==> config.mk <==
export PLATFORM = sky130hd
export DESIGN_NAME = laser_scan_nearest_obstacle_steer
export DESIGN_NICKNAME = d
export VERILOG_FILES = /design/src/sv/lsno_pkg.sv /design/src/sv/lsno_front.sv /design/src/sv/lsno_queue.sv /design/src/sv/lsno_back.sv /design/src/sv/laser_scan_nearest_obstacle_steer.sv
export SDC_FILE = /design/constraint.sdc
export NUM_CORES = 2
export LEC_CHECK = 0
export BUFFER_PORTS_ARGS = -buffer_cell sky130_fd_sc_hd__buf_4
export CELL_PAD_IN_SITES_DETAIL_PLACEMENT = 1
export CELL_PAD_IN_SITES_GLOBAL_PLACEMENT = 1
export CORE_ASPECT_RATIO = 1.25
export CORE_MARGIN = 4
export CORE_UTILIZATION = 55
export DETAILED_ROUTE_END_ITERATION = 10
export PLACE_DENSITY_LB_ADDON = 0.08
export SYNTH_ARGS = -nofsm -noshare
export SYNTH_HDL_FRONTEND = slang
export SYNTH_SLANG_ARGS = --single-unit
==> constraint.sdc <==
create_clock -name clk -period 18.6 [get_ports clk]
set_input_delay 1.86 -clock clk [delete_from_list [all_inputs] [get_ports clk]]
set_output_delay 1.86 -clock clk [all_outputs]
set_load 0.01 [all_outputs]
==> src/sv/lsno_pkg.sv <==
`timescale 1ns / 1ps

package lsno_pkg;

    // Fixed field widths of the item and result formats
    localparam int RANGE_W = 16;
    localparam int ANGLE_W = 16;
    localparam int SPEED_W = 12;
    localparam int IDX_W   = 10;
    localparam int POS_W   = 17;
    localparam int CFG_W   = 16;
    localparam int CFG_IDX_W = 3;
    localparam int IN_DATA_W  = 24;
    localparam int OUT_DATA_W = 80;

    // Scan and rotation sizing
    localparam int MAX_BEAMS    = 1024;
    localparam int BEAM_CNT_W   = $clog2(MAX_BEAMS + 1);
    localparam int CORDIC_STEPS = 16;
    localparam int STEP_W       = (CORDIC_STEPS > 1) ? $clog2(CORDIC_STEPS) : 1;
    localparam int ATAN_ENTRIES = 24;
    localparam int ATAN_IDX_W   = $clog2(ATAN_ENTRIES);
    localparam int QUEUE_DEPTH  = 2;
    localparam int QPTR_W       = $clog2(QUEUE_DEPTH);
    localparam int QCNT_W       = $clog2(QUEUE_DEPTH + 1);

    // Fixed-point datapath widths
    localparam int VEC_W  = 36;
    localparam int ZACC_W = 33;
    localparam int PROD_W = 46;
    localparam int GAIN_W = 30;

    localparam logic [GAIN_W-1:0] CORDIC_GAIN = 30'd652032874;
    localparam logic signed [ANGLE_W:0] PI_Q13      = 17'sd25736;
    localparam logic signed [ANGLE_W:0] HALF_PI_Q13 = 17'sd12868;

    localparam logic [29:0] ATAN_Q30 [ATAN_ENTRIES] = '{
        30'h3243F6A8, 30'h1DAC6705, 30'h0FADBAFC, 30'h07F56EA6, 30'h03FEAB76,
        30'h01FFD55B, 30'h00FFFAAA, 30'h007FFF55, 30'h003FFFEA, 30'h001FFFFD,
        30'h000FFFFF, 30'h0007FFFF, 30'h0003FFFF, 30'h0001FFFF, 30'h0000FFFF,
        30'h00007FFF, 30'h00003FFF, 30'h00001FFF, 30'h00000FFF, 30'h000007FF,
        30'h000003FF, 30'h000001FF, 30'h000000FF, 30'h0000007F
    };

    // Configuration register indexes
    typedef enum logic [CFG_IDX_W-1:0] {
        REG_RANGE_FLOOR   = 3'd0,
        REG_RANGE_CEILING = 3'd1,
        REG_START_ANGLE   = 3'd2,
        REG_ANGLE_STEP    = 3'd3,
        REG_CRUISE_SPEED  = 3'd4,
        REG_STOP_DISTANCE = 3'd5
    } cfg_reg_t;

    // Item kinds
    localparam logic CMD_SAMPLE = 1'b0;
    localparam logic CMD_EVENT  = 1'b1;

    typedef struct packed {
        logic [RANGE_W-1:0] range_floor;
        logic [RANGE_W-1:0] range_ceiling;
        logic [ANGLE_W-1:0] start_angle;
        logic [ANGLE_W-1:0] angle_step;
        logic [SPEED_W-1:0] cruise_speed;
        logic [RANGE_W-1:0] stop_distance;
    } cfg_t;

    // One finished scan, handed from the search to the rotation unit
    typedef struct packed {
        logic [RANGE_W-1:0] best_range;
        logic [ANGLE_W-1:0] best_angle;
        logic [IDX_W-1:0]   best_index;
        logic               any_valid;
        logic               halted;
    } job_t;

    typedef struct packed {
        logic full;
        logic empty;
    } queue_status_t;

endpackage

==> src/sv/lsno_front.sv <==
`timescale 1ns / 1ps

module lsno_front (
    input  logic                 clk,
    input  logic                 rst_n,
    input  lsno_pkg::cfg_t       cfg,
    input  logic                 accept,
    input  logic                 command,
    input  logic [15:0]          range_sample,
    input  logic                 last_sample,
    input  logic                 halt,
    output logic                 push,
    output lsno_pkg::job_t       push_job
);
    import lsno_pkg::*;

    logic [RANGE_W-1:0]    best_range_reg, best_range_next;
    logic [IDX_W-1:0]      best_index_reg, best_index_next;
    logic [ANGLE_W-1:0]    best_angle_reg, best_angle_next;
    logic [ANGLE_W-1:0]    beam_angle_reg, beam_angle_next;
    logic [BEAM_CNT_W-1:0] beam_cnt_reg, beam_cnt_next;
    logic                  any_valid_reg, any_valid_next;
    logic                  halted_reg, halted_next;

    logic [ANGLE_W-1:0]    cur_angle;
    logic                  in_window;
    logic                  take;
    logic                  is_sample;

    assign is_sample = accept && (command == CMD_SAMPLE);
    // beam 0 reads the start angle live
    assign cur_angle = (beam_cnt_reg == '0) ? cfg.start_angle : beam_angle_reg;
    assign in_window = (range_sample >= cfg.range_floor) && (range_sample <= cfg.range_ceiling);
    assign take = (beam_cnt_reg < BEAM_CNT_W'(MAX_BEAMS)) && in_window
                  && (range_sample < best_range_reg);

    always_comb
    begin
        best_range_next = best_range_reg;
        best_index_next = best_index_reg;
        best_angle_next = best_angle_reg;
        beam_angle_next = beam_angle_reg;
        beam_cnt_next   = beam_cnt_reg;
        any_valid_next  = any_valid_reg;
        halted_next     = halted_reg;
        if (accept && (command == CMD_EVENT))
        begin
            halted_next = halt;
        end
        if (is_sample)
        begin
            if (take)
            begin
                best_range_next = range_sample;
                best_index_next = IDX_W'(beam_cnt_reg);
                best_angle_next = cur_angle;
                any_valid_next  = 1'b1;
            end
            if (beam_cnt_reg < BEAM_CNT_W'(MAX_BEAMS))
            begin
                beam_cnt_next = beam_cnt_reg + 1'b1;
            end
            beam_angle_next = cur_angle + cfg.angle_step;
        end
    end

    assign push = is_sample && last_sample;
    assign push_job = '{best_range: best_range_next, best_angle: best_angle_next,
                        best_index: best_index_next, any_valid: any_valid_next,
                        halted: halted_reg};

    always_ff @(posedge clk or negedge rst_n)
    begin
        if (!rst_n)
        begin
            best_range_reg <= '1;
            best_index_reg <= '0;
            best_angle_reg <= '0;
            beam_angle_reg <= '0;
            beam_cnt_reg   <= '0;
            any_valid_reg  <= 1'b0;
            halted_reg     <= 1'b0;
        end
        else if (push)
        begin
            // end of scan: start over, keep the halt flag
            best_range_reg <= '1;
            best_index_reg <= '0;
            best_angle_reg <= '0;
            beam_angle_reg <= '0;
            beam_cnt_reg   <= '0;
            any_valid_reg  <= 1'b0;
            halted_reg     <= halted_next;
        end
        else
        begin
            best_range_reg <= best_range_next;
            best_index_reg <= best_index_next;
            best_angle_reg <= best_angle_next;
            beam_angle_reg <= beam_angle_next;
            beam_cnt_reg   <= beam_cnt_next;
            any_valid_reg  <= any_valid_next;
            halted_reg     <= halted_next;
        end
    end

endmodule

==> src/sv/lsno_queue.sv <==
`timescale 1ns / 1ps

module lsno_queue (
    input  logic                     clk,
    input  logic                     rst_n,
    input  logic                     push,
    input  lsno_pkg::job_t           push_job,
    input  logic                     pop,
    output lsno_pkg::job_t           pop_job,
    output lsno_pkg::queue_status_t  status
);
    import lsno_pkg::*;

    job_t              slot_reg [QUEUE_DEPTH];
    logic [QPTR_W-1:0] wr_ptr_reg, wr_ptr_next;
    logic [QPTR_W-1:0] rd_ptr_reg, rd_ptr_next;
    logic [QCNT_W-1:0] count_reg, count_next;
    logic              do_push, do_pop;

    assign status.full  = (count_reg == QCNT_W'(QUEUE_DEPTH));
    assign status.empty = (count_reg == '0);
    assign do_push = push && !status.full;
    assign do_pop  = pop && !status.empty;
    assign pop_job = slot_reg[rd_ptr_reg];

    always_comb
    begin
        wr_ptr_next = wr_ptr_reg;
        rd_ptr_next = rd_ptr_reg;
        count_next  = count_reg;
        if (do_push)
        begin
            wr_ptr_next = (wr_ptr_reg == QPTR_W'(QUEUE_DEPTH - 1)) ? '0 : wr_ptr_reg + 1'b1;
        end
        if (do_pop)
        begin
            rd_ptr_next = (rd_ptr_reg == QPTR_W'(QUEUE_DEPTH - 1)) ? '0 : rd_ptr_reg + 1'b1;
        end
        if (do_push && !do_pop)
        begin
            count_next = count_reg + 1'b1;
        end
        else if (do_pop && !do_push)
        begin
            count_next = count_reg - 1'b1;
        end
    end

    always_ff @(posedge clk or negedge rst_n)
    begin
        if (!rst_n)
        begin
            wr_ptr_reg <= '0;
            rd_ptr_reg <= '0;
            count_reg  <= '0;
        end
        else
        begin
            wr_ptr_reg <= wr_ptr_next;
            rd_ptr_reg <= rd_ptr_next;
            count_reg  <= count_next;
        end
    end

    always_ff @(posedge clk)
    begin
        if (do_push)
        begin
            slot_reg[wr_ptr_reg] <= push_job;
        end
    end

endmodule

==> src/sv/lsno_back.sv <==
`timescale 1ns / 1ps

module lsno_back (
    input  logic                     clk,
    input  logic                     rst_n,
    input  lsno_pkg::cfg_t           cfg,
    input  lsno_pkg::queue_status_t  q_status,
    input  lsno_pkg::job_t           q_job,
    output logic                     pop,
    output logic                     m_tvalid,
    input  logic                     m_tready,
    output logic [79:0]              m_tdata
);
    import lsno_pkg::*;

    typedef enum logic [4:0] {
        B_IDLE = 5'b00001,
        B_MUL  = 5'b00010,
        B_INIT = 5'b00100,
        B_ROT  = 5'b01000,
        B_DONE = 5'b10000
    } back_state_t;

    back_state_t                state_reg, state_next;
    job_t                       job_reg;
    logic [PROD_W-1:0]          prod_reg;
    logic                       neg_reg;
    logic signed [VEC_W-1:0]    x_reg, y_reg;
    logic signed [ZACC_W-1:0]   z_reg;
    logic [STEP_W-1:0]          step_reg;
    logic                       out_valid_reg;
    logic [OUT_DATA_W-1:0]      out_data_reg;

    logic signed [ANGLE_W:0]    ang_wide, ang_red;
    logic                       ang_neg;
    logic signed [VEC_W-1:0]    x_start, dx, dy;
    logic signed [ZACC_W-1:0]   atan_val;
    logic                       out_free;
    logic signed [VEC_W-1:0]    x_round, y_round;
    logic signed [POS_W-1:0]    x_sat, y_sat, x_res, y_res;
    logic                       alert;
    logic [ANGLE_W-1:0]         turn;
    logic [SPEED_W-1:0]         speed;

    function automatic logic signed [POS_W-1:0] sat_pos(input logic signed [VEC_W-1:0] v);
        logic signed [VEC_W-1:0] hi, lo;
        hi = VEC_W'(65535);
        lo = -VEC_W'(65536);
        if (v > hi)
            return POS_W'(hi);
        else if (v < lo)
            return POS_W'(lo);
        else
            return POS_W'(v);
    endfunction

    assign pop      = (state_reg == B_IDLE) && !q_status.empty;
    assign out_free = !out_valid_reg || m_tready;

    // fold angles beyond +-pi/2 by a half turn
    assign ang_wide = {job_reg.best_angle[ANGLE_W-1], job_reg.best_angle};
    always_comb
    begin
        ang_red = ang_wide;
        ang_neg = 1'b0;
        if (ang_wide > HALF_PI_Q13)
        begin
            ang_red = ang_wide - PI_Q13;
            ang_neg = 1'b1;
        end
        else if (ang_wide < -HALF_PI_Q13)
        begin
            ang_red = ang_wide + PI_Q13;
            ang_neg = 1'b1;
        end
    end

    assign x_start  = VEC_W'(prod_reg >> 14);
    assign dx       = y_reg >>> step_reg;
    assign dy       = x_reg >>> step_reg;
    assign atan_val = ZACC_W'(ATAN_Q30[ATAN_IDX_W'(step_reg)]);

    // round half up, saturate, and apply the empty-scan answer
    assign x_round = (x_reg + VEC_W'(32768)) >>> 16;
    assign y_round = (y_reg + VEC_W'(32768)) >>> 16;
    assign x_sat   = sat_pos(x_round);
    assign y_sat   = sat_pos(y_round);
    assign x_res   = job_reg.any_valid ? x_sat : POS_W'(65535);
    assign y_res   = job_reg.any_valid ? y_sat : '0;
    assign alert   = ($signed({x_res[POS_W-1], x_res}) < $signed({2'b00, cfg.stop_distance}))
                  && ($signed({y_res[POS_W-1], y_res}) < $signed({2'b00, cfg.stop_distance}));

    always_comb
    begin
        if (job_reg.halted || !job_reg.any_valid)
            turn = '0;
        else if (job_reg.best_angle == {1'b1, {(ANGLE_W-1){1'b0}}})
            turn = {1'b0, {(ANGLE_W-1){1'b1}}};
        else
            turn = -job_reg.best_angle;
    end
    assign speed = job_reg.halted ? '0 : cfg.cruise_speed;

    always_comb
    begin
        state_next = state_reg;
        unique case (state_reg)
            B_IDLE: if (!q_status.empty) state_next = B_MUL;
            B_MUL:  state_next = B_INIT;
            B_INIT: state_next = B_ROT;
            B_ROT:  if (step_reg == STEP_W'(CORDIC_STEPS - 1)) state_next = B_DONE;
            B_DONE: if (out_free) state_next = B_IDLE;
            default: state_next = B_IDLE;
        endcase
    end

    always_ff @(posedge clk or negedge rst_n)
    begin
        if (!rst_n)
        begin
            state_reg     <= B_IDLE;
            out_valid_reg <= 1'b0;
        end
        else
        begin
            state_reg <= state_next;
            if ((state_reg == B_DONE) && out_free)
                out_valid_reg <= 1'b1;
            else if (m_tready)
                out_valid_reg <= 1'b0;
        end
    end

    always_ff @(posedge clk)
    begin
        case (state_reg)
            B_IDLE:
            begin
                if (!q_status.empty)
                    job_reg <= q_job;
            end
            B_MUL:
            begin
                prod_reg <= PROD_W'(job_reg.best_range) * PROD_W'(CORDIC_GAIN);
                neg_reg  <= ang_neg;
                z_reg    <= ZACC_W'(ang_red) <<< 17;
            end
            B_INIT:
            begin
                x_reg    <= neg_reg ? -x_start : x_start;
                y_reg    <= '0;
                step_reg <= '0;
            end
            B_ROT:
            begin
                if (!z_reg[ZACC_W-1])
                begin
                    x_reg <= x_reg - dx;
                    y_reg <= y_reg + dy;
                    z_reg <= z_reg - atan_val;
                end
                else
                begin
                    x_reg <= x_reg + dx;
                    y_reg <= y_reg - dy;
                    z_reg <= z_reg + atan_val;
                end
                step_reg <= step_reg + 1'b1;
            end
            B_DONE:
            begin
                if (out_free)
                begin
                    out_data_reg <= {6'd0, job_reg.any_valid,
                                     job_reg.any_valid ? job_reg.best_index : IDX_W'(0),
                                     alert, y_res, x_res, turn, speed};
                end
            end
            default: ;
        endcase
    end

    assign m_tvalid = out_valid_reg;
    assign m_tdata  = out_data_reg;

endmodule

==> src/sv/laser_scan_nearest_obstacle_steer.sv <==
`timescale 1ns / 1ps

// Nearest obstacle search and steering command for one lidar scan.
//
// Input channel s_*: one item per beam or per start/stop event.
//   s_tuser is the kind: 0 range sample, 1 start/stop event.
//   s_tdata[15:0] range sample (1/1024 m), s_tdata[16] halt flag for events.
//   s_tlast marks the final sample of a scan.
// Output channel m_*: one item per scan, issued for the sample with s_tlast.
// Config port: cfg_we writes cfg_data into register cfg_index.
//
// The search part takes one item per clock while the two-entry scan queue
// has room. The rotation unit runs a 16-step CORDIC, one step a clock, and
// works on one scan at a time; scans that finish while it is busy back up
// into the queue, and a full queue holds s_tready low.
//
// Reset clears the scan state, the halt flag and the queue, and loads
// the default register values. When the receiver stalls, the result
// stays in the output register, the next scan waits in the rotation unit,
// and s_tready drops once the queue is full.
module laser_scan_nearest_obstacle_steer (
    input  logic        clk,
    input  logic        rst_n,
    input  logic        s_tvalid,
    output logic        s_tready,
    input  logic [23:0] s_tdata,   // [15:0] range_sample, [16] halt, [23:17] zero
    input  logic        s_tuser,   // [0] command
    input  logic        s_tlast,
    output logic        m_tvalid,
    input  logic        m_tready,
    // [11:0] drive_speed, [27:12] turn_rate, [44:28] obstacle_x,
    // [61:45] obstacle_y, [62] stop_alert, [72:63] nearest_index,
    // [73] found, [79:74] zero
    output logic [79:0] m_tdata,
    input  logic        cfg_we,
    input  logic [2:0]  cfg_index,
    input  logic [15:0] cfg_data
);
    import lsno_pkg::*;

    cfg_t          cfg_reg;
    logic          accept;
    logic          push;
    logic          pop;
    job_t          push_job;
    job_t          pop_job;
    queue_status_t q_status;

    // Register file; the user must write only while the block is idle, the block does not enforce it
    always_ff @(posedge clk or negedge rst_n)
    begin
        if (!rst_n)
        begin
            cfg_reg.range_floor   <= 16'd0;
            cfg_reg.range_ceiling <= 16'd65534;
            cfg_reg.start_angle   <= 16'h9B78;   // -25736, i.e. -pi
            cfg_reg.angle_step    <= 16'd36;
            cfg_reg.cruise_speed  <= 12'd1024;
            cfg_reg.stop_distance <= 16'd614;
        end
        else if (cfg_we)
        begin
            case (cfg_index)
                REG_RANGE_FLOOR:   cfg_reg.range_floor   <= cfg_data;
                REG_RANGE_CEILING: cfg_reg.range_ceiling <= cfg_data;
                REG_START_ANGLE:   cfg_reg.start_angle   <= cfg_data;
                REG_ANGLE_STEP:    cfg_reg.angle_step    <= cfg_data;
                REG_CRUISE_SPEED:  cfg_reg.cruise_speed  <= cfg_data[SPEED_W-1:0];
                REG_STOP_DISTANCE: cfg_reg.stop_distance <= cfg_data;
                default: ;   // drop writes beyond the register list
            endcase
        end
    end

    // Hold off new items whenever the scan queue is full
    assign s_tready = !q_status.full;
    assign accept   = s_tvalid && s_tready;

    lsno_front u_front (
        .clk          (clk),
        .rst_n        (rst_n),
        .cfg          (cfg_reg),
        .accept       (accept),
        .command      (s_tuser),
        .range_sample (s_tdata[15:0]),
        .last_sample  (s_tlast),
        .halt         (s_tdata[16]),
        .push         (push),
        .push_job     (push_job)
    );

    lsno_queue u_queue (
        .clk      (clk),
        .rst_n    (rst_n),
        .push     (push),
        .push_job (push_job),
        .pop      (pop),
        .pop_job  (pop_job),
        .status   (q_status)
    );

    lsno_back u_back (
        .clk      (clk),
        .rst_n    (rst_n),
        .cfg      (cfg_reg),
        .q_status (q_status),
        .q_job    (pop_job),
        .pop      (pop),
        .m_tvalid (m_tvalid),
        .m_tready (m_tready),
        .m_tdata  (m_tdata)
    );

endmodule

==> flow_summary.toml <==
[clocking]
cts_tree = "built"
cts-buffers-inserted = 57
cts.sinks = 521
clk_pin_slew_ps = 70
cts_hold_buf = 0
clk-insertion-delay-late_ps = 660
cts_max_level = 2
clockBufferDepth = 3
post_cts_resized = 0
cts_setup_buffers = 0
cts-root-buf = "clkbuf_16"

[synth]
avgSynthCellArea_um2 = 10.1
synth.area.top_cells = "edfxtp_1 24%, ha_1 11%, fa_1 7.9%"
seq_area_frac_synth = 0.341
synth_commonest_cells = "403 x inv_1, 377 x ha_1, 348 x edfxtp_1"
yosys.area.top_type_share = 0.240
synth_cell_types = 92
syn_area_um2 = 43500
synth_edf_count = 348
ys.flop_type = "edfxtp_1"
yosysTopAreaCell = "edfxtp_1"
async_reset_ff_frac = 0.332
post-synth-top-count-cell = "inv_1"
yosys_warnings = 0
ys_ff_latch = 521
synthCells = 4320

[final_layout]
largest_reg_flops = 92
antenna_cells = 0
n_fill_cell = 8655
drive_above_1_share = 0.136
nets = 4931
area_delta_synth_final_pct = 8.32
stdcell_count = 5434

[critical_path]
critPathArrivalTime_ps = 7670
critPathLaunchType = "flip-flop"
critPathKind = "flip-flop to flip-flop"
cp_max_fo = 55
endpoint_kind = "flip-flop"
reg2reg_depth = 21
required_ps = 19010

[global_routing]
antenna_found_initial = 1
grt_max_degree = 96
grt_usage = 0.310
grt_pass1_vias = 36292
grt-ovfl-total = 0
grt_pass1_wl_mm = 206

[sta]
hold_violations = 0
period_needed_ps = 7260
finalSetupViolCount = 0
worst_pin_slew_ps = 1160
tns_ps = 0
max_slew_margin = 0.230
rsz0062_at_grt = "false"
clock.fmax_ghz = 0.138
clock_skew_ps = 58.9
fin_crit_sh = 0.390
drv_slew = 0

[hold_path]
hold_depth = 2
hp-class = "flip-flop to flip-flop"

[routing]
wl_per_cell_um = 23.9
drc_errors = 0
firstDrtPassIters = 6
wl_mm = 130
num_vias = 33621
drt_first_iter_violations = 2196
routed_via_density = 6.19
ant_nets = 0

[floorplan]
start_util = 0.554
dieArea_um2 = 83700
die_w_um = 260
io_pins = 132
core_area_um2 = 78600
die_y_um = 323
rows = 115

[place]
post-dp-hpwl_mm = 98.2
port_buffers = 118
place.gp.congestion = 0.939
dp.cells = 5326

[status]
status = "finished clean"

[flow_run]
drv_cap = 0
-- cell usage in the layout, fill, tap and decap left out, types with 18 or more instances in the layout --
master     instances
nand2b_1          41
clkbuf_16         60
inv_1            403
or3_1             21
mux4_2            61
nand2_1          295
o211ai_1          31
a211oi_1          26
nor2b_1           47
nor2_1           278
o21ai_0          247
a31oi_1           39
dfstp_2           49
a21o_1            78
o31ai_1           29
or2_2             29
o21a_1            59
ha_1             377
nand4_1           34
buf_4            152
o21bai_1          20
nand3_1           89
edfxtp_1         348
fa_1             172
nor3_1           106
mux2i_1           46
a21oi_1          279
xor2_1           123
and2_1            32
dfrtp_1          123
xnor2_1          179
and3_1            32
nor4_1            18
mux2_2           170
-- critical path, stage by stage (launching register included) --
cell	delay (ps)
edfxtp_1	400
buf_4	540
buf_4	720
mux4_1	760
mux2i_1	430
mux2i_1	220
a2111oi_2	590
and3_1	390
and3_1	210
o21ai_0	110
o311a_1	230
ha_1	390
nand2_1	100
o21ai_0	260
a21oi_1	70
o21ai_0	240
o211ai_1	200
a211oi_1	380
o2111ai_1	210
a31oi_1	250
o21ai_0	100
a31o_2	240
-- final timing paths --
path	end	startpoint	slack (ps)
worst max-delay path	u_back.x_reg[33]$_DFFE_PN_	u_back.step_reg[1]$_SDFFCE_PN0N_	11340
worst min-delay path	u_front.beam_angle_reg[2]$_DFFE_PN0P_	u_front.beam_angle_reg[2]$_DFFE_PN0P_	470
worst max register to register	u_back.x_reg[33]$_DFFE_PN_	u_back.step_reg[1]$_SDFFCE_PN0N_	11340
worst min register to register	u_front.beam_angle_reg[2]$_DFFE_PN0P_	u_front.beam_angle_reg[2]$_DFFE_PN0P_	470
max in group asynchronous	u_back.m_tvalid$_DFFE_PN0P_	rst_n	15710
min in group asynchronous	cfg_reg[81]$_DFFE_PN0P_	rst_n	1290
-- kinds of logic after synthesis --
| group | synth area share |
|---|---|
| XOR/XNOR | 0.0608 |
| other | 0.0000862 |
| flip-flops | 0.341 |
| AND/OR/NAND/NOR | 0.119 |
| AO/OA/AOI/OAI | 0.138 |
| buffers and inverters | 0.0573 |
| multiplexers | 0.0955 |
| adder cells (fa/ha/maj) | 0.187 |
-- through the flow --
step           worst slack, ps  cell area (um^2)  utilization  hold slack (ps)
3_3_place_gp             11590             45100        0.574              454
6_report                 11340             47100        0.600              475
2_1_floorplan            12550             43500            -              437
5_1_grt                  10910             47100        0.600              514
3_5_place_dp             11430             45100        0.574              465
4_1_cts                  11420             47100        0.600              480
-- routing by layer --
layer | track usage | vias to the layer above | share of wire
li1 | - | 15459 | -
met1 | 0.372 | 17060 | 0.40
met2 | 0.568 | 789 | 0.52
met3 | 0.0302 | 313 | 0.033
met4 | 0.134 | 0 | 0.052
met5 | 0 | - | 0
-- cell type report --
type                       instances  area [um^2]  area share
multi-input combinational       3192        26300       0.558
inverter                         407         1530      0.0324
clock buffer                      66         1530      0.0325
tap                             1053         1320      0.0279
sequential                       521        14800       0.315
timing repair buffer             153         1150      0.0244
clock inverter                    42          480      0.0102
Power is left out: the tool's default activity adds up to more than one toggle a clock period on the data nets, which glitch-free logic cannot reach.
